`src/rtl/core/lia_pkg.sv`:
```
`timescale 1ns / 1ps
// ----------------------------------------------------------------------------
// lia_pkg - shared types and constants for the lock-in I/Q magnitude averager
// Field widths, reset value of the averaging length, sequencer codes and
// small arithmetic helpers.
// ----------------------------------------------------------------------------
package lia_pkg;

  localparam int SAMPLE_W   = 16;
  localparam int REF_W      = 16;
  localparam int LEN_W      = 16;
  localparam int AVG_W      = 32;
  localparam int SQ_W       = 2 * AVG_W;
  localparam int DIV_STEPS  = AVG_W;
  localparam int ROOT_STEPS = SQ_W / 2;
  localparam int CNT_W      = $clog2(DIV_STEPS + 1);
  localparam int NUM_DIV    = 6;
  localparam int TERM_W     = AVG_W + 2;

  localparam logic [LEN_W-1:0] AVG_LEN_RESET = LEN_W'(1000);

  typedef enum logic [3:0] {
    ST_IDLE,
    ST_MUL_Q,
    ST_MUL_I,
    ST_DIV_GO,
    ST_DIV_WAIT,
    ST_UPD_IQ,
    ST_SQ_Q,
    ST_SQ_I,
    ST_SUM,
    ST_ROOT_GO,
    ST_ROOT_WAIT,
    ST_UPD_R,
    ST_OUT
  } state_t;

  // division slots, run in this order
  typedef enum logic [2:0] {
    DIV_QX,   // |Q| / N
    DIV_QP,   // |sample*sine| / N
    DIV_IX,   // |I| / N
    DIV_IP,   // |sample*cosine| / N
    DIV_RM,   // R / N
    DIV_RT    // root / N
  } div_op_t;

  function automatic logic [AVG_W-1:0] abs32(input logic signed [AVG_W-1:0] v);
    logic [AVG_W-1:0] r;
    r = v[AVG_W-1] ? AVG_W'(-v) : AVG_W'(v);
    return r;
  endfunction

  // apply sign to a quotient magnitude
  function automatic logic signed [TERM_W-1:0] sterm(input logic [AVG_W-1:0] mag,
                                                     input logic neg);
    logic signed [TERM_W-1:0] m;
    m = $signed({2'b00, mag});
    return neg ? -m : m;
  endfunction

  function automatic logic signed [AVG_W-1:0] sat_s32(input logic signed [TERM_W-1:0] v);
    logic signed [AVG_W-1:0] r;
    if (v > $signed({{2{1'b0}}, 1'b0, {(AVG_W-1){1'b1}}})) begin
      r = {1'b0, {(AVG_W-1){1'b1}}};
    end else if (v < $signed({{2{1'b1}}, 1'b1, {(AVG_W-1){1'b0}}})) begin
      r = {1'b1, {(AVG_W-1){1'b0}}};
    end else begin
      r = v[AVG_W-1:0];
    end
    return r;
  endfunction

endpackage

```
`src/rtl/core/lia_div.sv`:
```
`timescale 1ns / 1ps
// ----------------------------------------------------------------------------
// lia_div - serial unsigned divider
// Restoring division of a 32-bit dividend by a nonzero 16-bit divisor,
// one quotient bit per cycle.
// ----------------------------------------------------------------------------
module lia_div import lia_pkg::*; (
  input  logic             clk,
  input  logic             rst,
  input  logic             start,
  input  logic [AVG_W-1:0] dividend,
  input  logic [LEN_W-1:0] divisor,
  output logic             busy,
  output logic             done,
  output logic [AVG_W-1:0] quotient
);

  logic [AVG_W-1:0] quo;
  logic [LEN_W-1:0] rem;
  logic [LEN_W-1:0] dvs;
  logic [CNT_W-1:0] cnt;
  logic             running;
  logic [LEN_W:0]   shifted;
  logic [LEN_W:0]   diff;
  logic             fits;

  assign shifted = {rem, quo[AVG_W-1]};
  assign diff    = shifted - {1'b0, dvs};
  assign fits    = shifted >= {1'b0, dvs};

  always_ff @(posedge clk) begin
    if (rst) begin
      running <= 1'b0;
      done    <= 1'b0;
      cnt     <= '0;
    end else begin
      done <= 1'b0;
      if (start) begin
        running <= 1'b1;
        cnt     <= CNT_W'(DIV_STEPS);
      end else if (running) begin
        cnt <= cnt - CNT_W'(1);
        if (cnt == CNT_W'(1)) begin
          running <= 1'b0;
          done    <= 1'b1;
        end
      end
    end
  end

  always_ff @(posedge clk) begin
    if (start) begin
      quo <= dividend;
      rem <= '0;
      dvs <= divisor;
    end else if (running) begin
      quo <= {quo[AVG_W-2:0], fits};
      rem <= fits ? diff[LEN_W-1:0] : shifted[LEN_W-1:0];
    end
  end

  assign busy     = running;
  assign quotient = quo;

endmodule

```
`config.mk`:
```
export PLATFORM = sky130hd
export DESIGN_NAME = lia_div
export DESIGN_NICKNAME = d
export VERILOG_FILES = /design/src/rtl/core/lia_pkg.sv /design/src/rtl/core/lia_div.sv
export SDC_FILE = /design/constraint.sdc
export NUM_CORES = 1
export LEC_CHECK = 0
export BUFFER_PORTS_ARGS = -buffer_cell sky130_fd_sc_hd__buf_2
export CORE_ASPECT_RATIO = 1.1
export CORE_MARGIN = 1
export CORE_UTILIZATION = 34
export DETAILED_ROUTE_END_ITERATION = 8
export GPL_ROUTABILITY_DRIVEN = 0
export PLACE_DENSITY = 0.61
export SETUP_SLACK_MARGIN = 0.02
export SYNTH_ARGS = -nofsm -noshare
export SYNTH_HDL_FRONTEND = slang
export SYNTH_SLANG_ARGS = --single-unit
```
`constraint.sdc`:
```
create_clock -name clk -period 2.2 [get_ports clk]
set_input_delay 0.22 -clock clk [delete_from_list [all_inputs] [get_ports clk]]
set_output_delay 0.22 -clock clk [all_outputs]
set_load 0.05 [all_outputs]
```
==> run metrics <==
final setup vio count 9; Critical-path top delay cell edfxtp_1; WS Path Type flip-flop to flip-flop; insertion delay to the later sink of the worst-skew pair roughly 0.34 ns; worst hold path type input port to flip-flop; actual slew at the worst max-slew pin 0.452 ns; Rows 39; Hold Vio Cnt, Final 0; count leader, synth edfxtp_1; TritonCTS buffer count 9; Max transition margin between 60% and 70%; crit path max fanout 3; share of cells above drive strength 1 roughly half; slowest stage delay, CP about 0.42 ns; Min-Delay Endpoint dvs[13]$_DFFE_PP_; post-place setup slack -0.198 ns; Hold Path Stages 1; RR Startpoint dvs[0]$_DFFE_PP_; Post-CTS Hold Buffers 0; fin area approximately 0.0053 mm²; Total Routing Usage GR between 10% and 20%; DRT Wirelength approximately 8700 µm; Initial Utilization 35.5%; ys async rst share 0%; clock buffer depth 2; syn nets about 400; cell family with most CP delay compound AO/OA/AOI/OAI gates; commonest cells in the netlist 48 x edfxtp_1, 32 x mux2_2, 32 x nor2_1, 24 x dfxtp_1, 24 x inv_1; die area ~0.011 mm²; violated checks setup timing; post-synthesis sequential element count roughly 70; most area-consuming cells after synthesis edfxtp_1 39%, dfxtp_1 13%, mux2_2 9.6%; Setup WS post-layout -0.0752 ns; ANT cells 0; Core Area 0.0105 mm²; FF-to-FF End rem[10]$_SDFFE_PP0P_; reg-to-reg slack, setup -0.08 ns; total power between 4 and 5 mW; mapped cell area between 0.003 and 0.004 mm²; Hold Startpoint divisor[13]; Clock Skew roughly 0.0085 ns; status finished, violations left; RSZ-0062 raised after global routing true; DRT antenna net count 0; crit end category flip-flop; min cycle time layout 2.28 ns; Worst Path Arrival between 2 and 3 ns; CP Cell Sequence ha_4 > fa_2 > nor2b_2 > o211ai_1 > a21o_1 > o221ai_2 > xor2_2 > mux2i_4 > a211oi_2; PD cells roughly 870 mW/mm²; yosys warns 0; CTS tree done; Most used DFF post-synth edfxtp_1; I/O Pins 85; Max-Cap Viols 0; mean post-synth cell area 11.3 µm²; DRC 0; Die Wd roughly 100 µm; drt via density between 4 and 5; Initial DRC Count between 100 and 150; Lkg Pwr 2.23 nW; crit start category flip-flop; Pre-antenna DRT Iters 4; CTS Sinks between 70 and 80; number of synthesized flops with an enable pin 48; CTS clk-pin slew, worst paths approximately 0.060 ns; PortBufs 84; H-tree levels 3; mean routed wirelength per cell between 10 and 15 µm; Max Transition Viols Final 0; R2R cell count 9; Nets 534; Max Clock Freq approximately 440 MHz; Post-DP HPWL a little under 6000 µm; first-pass GRT wire length 13400 µm; Synth area leader edfxtp_1; CP bufs+invs 0; Area Growth Syn to Fin 42.5%; die span in y about 110 µm; worst ir drop on vdd about 0.53 mV; vias in the first global route 2899; largest net degree at the start of global routing 30; Worst EP required approximately 2.5 ns; post-synthesis cell count approximately 330; register area share after synthesis approximately 51%; top cell type's share of synthesized area about two fifths; grt total ovfl 0; vias after detailed routing between 2000 and 3000; placed cell area about 0.0046 mm²; Final Cycle Share 103%; synth unique cells 47; root cell of the clock tree clkbuf_16; initial antenna violation count 0
==> flip-flops by register name (all words and copies together) (netlist names) <==
| name | flops |
|---|---|
| rem | 16 |
| cnt | 6 |
| done | 1 |
| busy | 1 |
| dvs | 16 |
| quotient | 32 |
==> cells by family (layout without fill, tap and decap cells) <==
| kind of cell | count (synthesis) | in the layout | synth area share (%) |
|---|---|---|---|
| multiplexers | 41 | 41 | 12.0 |
| AND/OR/NAND/NOR | 83 | 85 | 10.4 |
| AO/OA/AOI/OAI | 62 | 62 | 11.7 |
| buffers and inverters | 38 | 174 | 4.24 |
| XOR/XNOR | 16 | 16 | 3.74 |
| flip-flops | 72 | 72 | 51.3 |
| adder cells (fa/ha/maj) | 19 | 19 | 6.55 |
==> repair_timing <==
item | 4_1_cts | 5_1_grt
gates resized for setup | 10 | 49
setup endpoints to repair | 17 | 17
cloned | 1 | 1
buffers inserted | 4 | 8
pin swaps | 9 | 23
==> routing by layer <==
layer / vias to the layer above / wire length (µm) / global-route usage, %
met1: 1444 / 3750 / 18.1
met3: 14 / 387 / 4.42
met5: - / 0 / 0
met2: 69 / 4420 / 25.7
li1: 1471 / - / -
met4: 0 / 158 / 6.29
==> cell type report <==
type / instances / area (µm²)
multi-input cells: 223 / 1970
flip-flops and latches: 72 / 1920
well taps: 143 / 179
fillers: 983 / 5200
inverters: 24 / 90.1
clock buffers: 9 / 225
repair buffers: 134 / 845
clock inverters: 7 / 101
==> cells in the final DEF, fill, tap and decap left out, drive strengths merged, types with 3 or more instances in the layout <==
master,synthesis,layout
nor3,5,5
dfxtp,24,24
clkbuf,11,9
a21oi,18,18
mux2,32,32
xnor2,11,11
and2,2,4
nor2,32,32
mux2i,9,9
nand2,21,21
ha,18,18
nand2b,3,3
a211oi,12,12
inv,24,27
edfxtp,48,48
o21ai,10,10
nand4,3,3
a21o,4,4
or2,4,4
nor3b,4,4
buf,3,134
xor2,5,5
==> worst max-delay path by stage <==
stage	startpoint	endpoint	slack [ns]	cells past startpoint
floorplan	quotient[31]$_DFFE_PP_	rem[14]$_SDFFE_PP0P_	-0.25	10
global route	dvs[0]$_DFFE_PP_	rem[10]$_SDFFE_PP0P_	-0.17	9
CTS	dvs[1]$_DFFE_PP_	rem[7]$_SDFFE_PP0P_	-0.02	10
detailed placement	dvs[1]$_DFFE_PP_	rem[1]$_SDFFE_PP0P_	-0.20	9
finish	dvs[0]$_DFFE_PP_	rem[10]$_SDFFE_PP0P_	-0.08	9
global placement	dvs[1]$_DFFE_PP_	rem[1]$_SDFFE_PP0P_	-0.16	9
==> metrics by stage <==
stage / instances / TNS, ns / hold WS (ns) / utilization (%)
finish: 612 / -0.361 / 0.0524 / 50.6
global route: 612 / -1.34 / 0.0348 / 50.6
CTS: 603 / -0.132 / 0.0430 / 47.4
detailed placement: 582 / -1.84 / 0.399 / 43.4
global placement: 582 / -1.37 / 0.397 / 43.4
floorplan: 331 / -2.39 / 0.292 / -
==> power by group <==
part	leakage, nW	internal, mW	switching [mW]
combinational	1.40	0.598	0.742
sequential	0.676	1.59	0.0783
clock	0.153	1.00	0.605
No activity file was read; power rests on OpenSTA's default activity.
