**src/rtl/core/lia_pkg.sv**
```systemverilog
`timescale 1ns / 1ps
// ----------------------------------------------------------------------------
// lia_pkg - shared types and constants for the lock-in I/Q magnitude averager
// Field widths, reset value of the averaging length, sequencer codes and
// small arithmetic helpers.
// ----------------------------------------------------------------------------
package lia_pkg;

  localparam int SAMPLE_W   = 16;
  localparam int REF_W      = 16;
  localparam int LEN_W      = 16;
  localparam int AVG_W      = 32;
  localparam int SQ_W       = 2 * AVG_W;
  localparam int DIV_STEPS  = AVG_W;
  localparam int ROOT_STEPS = SQ_W / 2;
  localparam int CNT_W      = $clog2(DIV_STEPS + 1);
  localparam int NUM_DIV    = 6;
  localparam int TERM_W     = AVG_W + 2;

  localparam logic [LEN_W-1:0] AVG_LEN_RESET = LEN_W'(1000);

  typedef enum logic [3:0] {
    ST_IDLE,
    ST_MUL_Q,
    ST_MUL_I,
    ST_DIV_GO,
    ST_DIV_WAIT,
    ST_UPD_IQ,
    ST_SQ_Q,
    ST_SQ_I,
    ST_SUM,
    ST_ROOT_GO,
    ST_ROOT_WAIT,
    ST_UPD_R,
    ST_OUT
  } state_t;

  // division slots, run in this order
  typedef enum logic [2:0] {
    DIV_QX,   // |Q| / N
    DIV_QP,   // |sample*sine| / N
    DIV_IX,   // |I| / N
    DIV_IP,   // |sample*cosine| / N
    DIV_RM,   // R / N
    DIV_RT    // root / N
  } div_op_t;

  function automatic logic [AVG_W-1:0] abs32(input logic signed [AVG_W-1:0] v);
    logic [AVG_W-1:0] r;
    r = v[AVG_W-1] ? AVG_W'(-v) : AVG_W'(v);
    return r;
  endfunction

  // apply sign to a quotient magnitude
  function automatic logic signed [TERM_W-1:0] sterm(input logic [AVG_W-1:0] mag,
                                                     input logic neg);
    logic signed [TERM_W-1:0] m;
    m = $signed({2'b00, mag});
    return neg ? -m : m;
  endfunction

  function automatic logic signed [AVG_W-1:0] sat_s32(input logic signed [TERM_W-1:0] v);
    logic signed [AVG_W-1:0] r;
    if (v > $signed({{2{1'b0}}, 1'b0, {(AVG_W-1){1'b1}}})) begin
      r = {1'b0, {(AVG_W-1){1'b1}}};
    end else if (v < $signed({{2{1'b1}}, 1'b1, {(AVG_W-1){1'b0}}})) begin
      r = {1'b1, {(AVG_W-1){1'b0}}};
    end else begin
      r = v[AVG_W-1:0];
    end
    return r;
  endfunction

endpackage

```
**src/rtl/core/lia_sqrt.sv**
```systemverilog
`timescale 1ns / 1ps
// ----------------------------------------------------------------------------
// lia_sqrt - serial integer square root
// Floor square root of a 64-bit value, one root bit per cycle.
// ----------------------------------------------------------------------------
module lia_sqrt import lia_pkg::*; (
  input  logic             clk,
  input  logic             rst,
  input  logic             start,
  input  logic [SQ_W-1:0]  radicand,
  output logic             done,
  output logic [AVG_W-1:0] root
);

  localparam int REM_W = AVG_W + 1;

  logic [SQ_W-1:0]  val;
  logic [REM_W-1:0] rem;
  logic [AVG_W-1:0] rt;
  logic [CNT_W-1:0] cnt;
  logic             running;
  logic [REM_W+1:0] rem_sh;
  logic [REM_W+1:0] trial;
  logic [REM_W+1:0] diff;
  logic             fits;

  assign rem_sh = {rem, val[SQ_W-1:SQ_W-2]};
  assign trial  = {1'b0, rt, 2'b01};
  assign diff   = rem_sh - trial;
  assign fits   = rem_sh >= trial;

  always_ff @(posedge clk) begin
    if (rst) begin
      running <= 1'b0;
      done    <= 1'b0;
      cnt     <= '0;
    end else begin
      done <= 1'b0;
      if (start) begin
        running <= 1'b1;
        cnt     <= CNT_W'(ROOT_STEPS);
      end else if (running) begin
        cnt <= cnt - CNT_W'(1);
        if (cnt == CNT_W'(1)) begin
          running <= 1'b0;
          done    <= 1'b1;
        end
      end
    end
  end

  always_ff @(posedge clk) begin
    if (start) begin
      val <= radicand;
      rem <= '0;
      rt  <= '0;
    end else if (running) begin
      val <= {val[SQ_W-3:0], 2'b00};
      rem <= fits ? diff[REM_W-1:0] : rem_sh[REM_W-1:0];
      rt  <= {rt[AVG_W-2:0], fits};
    end
  end

  assign root = rt;

endmodule

```
**config.mk**
```make
export PLATFORM = sky130hd
export DESIGN_NAME = lia_sqrt
export DESIGN_NICKNAME = d
export VERILOG_FILES = /design/src/rtl/core/lia_pkg.sv /design/src/rtl/core/lia_sqrt.sv
export SDC_FILE = /design/constraint.sdc
export NUM_CORES = 1
export LEC_CHECK = 0
export ABC_AREA = 1
export ABC_CLOCK_PERIOD_IN_PS = 5300
export BUFFER_PORTS_ARGS = -buffer_cell sky130_fd_sc_hd__buf_2
export CORE_ASPECT_RATIO = 0.8
export CORE_MARGIN = 3
export CORE_UTILIZATION = 24
export DETAILED_ROUTE_END_ITERATION = 8
export HOLD_SLACK_MARGIN = 0.06
export PLACE_DENSITY = 0.4
export SKIP_CTS_REPAIR_TIMING = 1
export SYNTH_ARGS = -nofsm -noshare
export SYNTH_HDL_FRONTEND = slang
export SYNTH_SLANG_ARGS = --single-unit
```
**constraint.sdc**
```tcl
create_clock -name clk -period 5.3 [get_ports clk]
set_clock_uncertainty 0.2 [all_clocks]
set_input_delay 0.53 -clock clk [delete_from_list [all_inputs] [get_ports clk]]
set_output_delay 0.53 -clock clk [all_outputs]
set_load 0.1 [all_outputs]
```
==> summary.md <==
| Metric | Value |
|---|---|
| Syn Nets | `1281` |
| Root buffer cell | `clkbuf_16` |
| DR WL/cell | `14.5 um` |
| Final hold slack | `approximately 0.092 ns` |
| Max Cap Viol | `0` |
| Dpl ws | `2.06 ns` |
| Prevailing post-synth register cell | `dfxtp_1` |
| Detail Route Antenna Nets | `0` |
| Vias per cell | `4.28` |
| Initial Util | `0.247` |
| CTS tree | `done` |
| Register area share after synthesis | `0.417` |
| GRT overflow | `0` |
| Pwr/cell area | `594 mW/mm^2` |
| Crit-path max FO | `35` |
| Mapped Avg Cell Area | `roughly 6.9 um^2` |
| Drt pass-1 iters | `5` |
| DR iter-0 viols | `410` |
| Setup slack, reg-to-reg | `2.14 ns` |
| Ranking of synthesized cells by area | `nand2_1 25%, edfxtp_1 24%, dfxtp_1 18%` |
| Synth Cell Area | `0.00812 mm^2` |
| Yosys warns | `0` |
| DR vias | `7320` |
| Clk Latency, worst-skew pair | `0.44 ns` |
| Gr usage total | `0.141` |
| Mapped Cells | `1178` |
| DRC viols | `0` |
| Port Buf Inserts | `99` |
| Worst IR drop on VDD | `0.240 mV` |
| Fmax | `approximately 0.32 GHz` |
| Static Leakage | `between 5 and 6 nW` |
| Post-synth EDFFs | `64` |
| Row count | `59` |
| P&R area growth vs syn | `19.0%` |
| Fin nets | `1371` |
| TritonCTS Buffers | `17` |
| Post-layout min period | `3.16 ns` |
| Flops & latches, synth | `137` |
| Non-Filler Instances | `1709` |
| CP Capture Type | `register` |
| Data arrival time of the worst path | `3.30 ns` |
| Setup Viol. Count Final | `0` |
| Fill count | `3690` |
| Placed Cells | `around 1.7k` |
| CP Data Required Time | `5.44 ns` |
| Leading area contributor after synthesis | `nand2_1` |
| Initial antenna violation count | `2` |
| Clock transition at the registers of the reported paths | `0.06 ns` |
| Largest net degree at the start of global routing | `73` |
| Die area | `0.0361 mm^2` |
| Crit path launch type | `register` |
| Setup WS post-layout | `approximately 2.1 ns` |
| H-tree levels | `4` |
| Slew HR | `0.395` |
| Sink Count | `between 100 and 150` |
| First-pass GRT wire length | `~40000 um` |
| Status | `finished, final reports clean` |
| Synth top area share | `0.254` |
| Worst slew pin tran | `about 0.9 ns` |
| Async set or reset register ratio after synthesis | `0` |
| Tcrit/Tclk final | `0.597` |
| Slew Viols, Final | `0` |
| Die Y | `171 um` |
| Setup tns final | `0 ns` |
| Die width | `212 um` |
| Share of layout cells above drive strength 1 | `0.122` |
| Ports | `100` |
| Distinct cell type count after synthesis | `38` |
| Setup CP Type | `register to register` |
| Final Routed Wirelength | `24800 um` |
| CTS Buffer Depth | `2` |
| Final Hold Viols | `0` |
| Routability congestion estimate from global placement | `roughly 0.9` |
| Vias in the first global route | `6986` |
| DPL Wire Length | `18500 um` |
| CORE AREA | `0.0329 mm^2` |
| Hold Crit Class | `primary input to register` |
| RSZ-0062 raised after global routing | `no` |
sequential cells by signal (all words and copies together) (netlist names):
| name | cells |
|---|---|
| done | 1 |
| val | 64 |
| root | 32 |
| running | 1 |
| rem | 33 |
| cnt | 6 |
critical path, stage by stage, from the launching register on:
cell and delay, ns:
dfxtp_1 0.34, inv_1 0.09, ha_1 0.37, a21oi_1 0.26, nand2_1 0.10, inv_1 0.06, nand2_1 0.06, nand2_1 0.06
nand2_1 0.08, nor2_4 0.69, nand2_8 0.29, nand2_1 0.27, nand2_1 0.07, nand2_1 0.07, nand2_1 0.04
per-layer routing:
layer | part of all wire | vias to the layer above | wire [um] | global-route usage
li1 | - | 3889 | - | -
met1 | 0.55 | 3288 | 13600 | 0.214
met2 | 0.39 | 119 | 9770 | 0.197
met3 | 0.045 | 20 | 1110 | 0.0378
met4 | 0.012 | 4 | 297 | 0.0361
met5 | 0.00060 | - | 15 | 0
path summary, 6_finish.rpt:
kind	start	endpoint	cells past startpoint
worst min-delay path	rst	running	2
worst min register to register	rem[31]	rem[31]	2
worst max-delay path	root[24]	rem[29]	14
worst max register to register	root[24]	rem[29]	14
Yosys cell counts, types with 2 or more instances:
library cell / count
inv_2: 4
nor4_1: 2
nand4_1: 10
a21oi_1: 25
nand2_1: 549
xor2_1: 16
edfxtp_1: 64
nor2_2: 2
nand3b_1: 9
clkbuf_1: 19
nand3_1: 76
inv_1: 155
buf_2: 5
buf_6: 3
a21oi_2: 2
ha_1: 36
dfxtp_1: 73
o21ai_0: 6
o22ai_1: 31
buf_4: 2
buf_1: 5
nand2_2: 2
nor2_1: 56
nor3_1: 9
o21bai_1: 4
layout by cell type, fill, tap and decap left out, types with 2 or more instances in the layout:
master / count
nand2_1: 549
inv_1: 154
buf_2: 99
nand3_1: 76
dfxtp_1: 73
edfxtp_1: 64
nor2_1: 54
ha_1: 36
o22ai_1: 31
a21oi_1: 25
clkbuf_16: 17
xor2_1: 16
nand4_1: 10
nor3_1: 9
nand3b_1: 9
o21ai_0: 6
inv_6: 6
buf_4: 6
nor2_2: 4
inv_2: 4
o21bai_1: 4
bufinv_16: 3
a21oi_2: 2
nand2_2: 2
nor4_1: 2
clkinv_4: 2
kinds of logic (layout without fill, tap and decap cells):
family,count (synthesis),in the layout,synth area share
fa+ha+maj,36,36,0.0555
xor+xnor,16,16,0.0173
simple gates,724,724,0.365
flops,137,137,0.417
buf+inv,193,296,0.0937
compound gates,72,72,0.0522
other cells,0,1,0
stage by stage:
stage | power [mW] | utilization | cell area (um^2)
after CTS | 5.80 | 0.293 | 9660
after detailed placement | 4.47 | 0.275 | 9040
final | 5.75 | 0.294 | 9660
after floorplan | 3.65 | - | 8120
after global placement | 4.48 | 0.275 | 9040
after global routing | 6.28 | 0.293 | 9660
power by group:
group | internal, mW | switching [mW] | total (mW)
Combinational | 0.946 | 2.19 | 3.14
Sequential | 1.24 | 0.0708 | 1.31
Clock | 0.767 | 0.526 | 1.29
Total | 2.96 | 2.79 | 5.75
cell type report:
cell class / count / area, um^2 / share of cell area
Tap cell: 427 / 534 / 0.0553
Clock buffer: 19 / 443 / 0.0458
Clock inverter: 13 / 179 / 0.0185
Sequential cell: 137 / 3380 / 0.350
Inverter: 159 / 599 / 0.0620
Antenna cell: 1 / 2.50 / 0.000259
Timing Repair Buffer: 105 / 541 / 0.0559
Multi-Input combinational cell: 848 / 3980 / 0.412
Power figures use the tool's default switching activity.
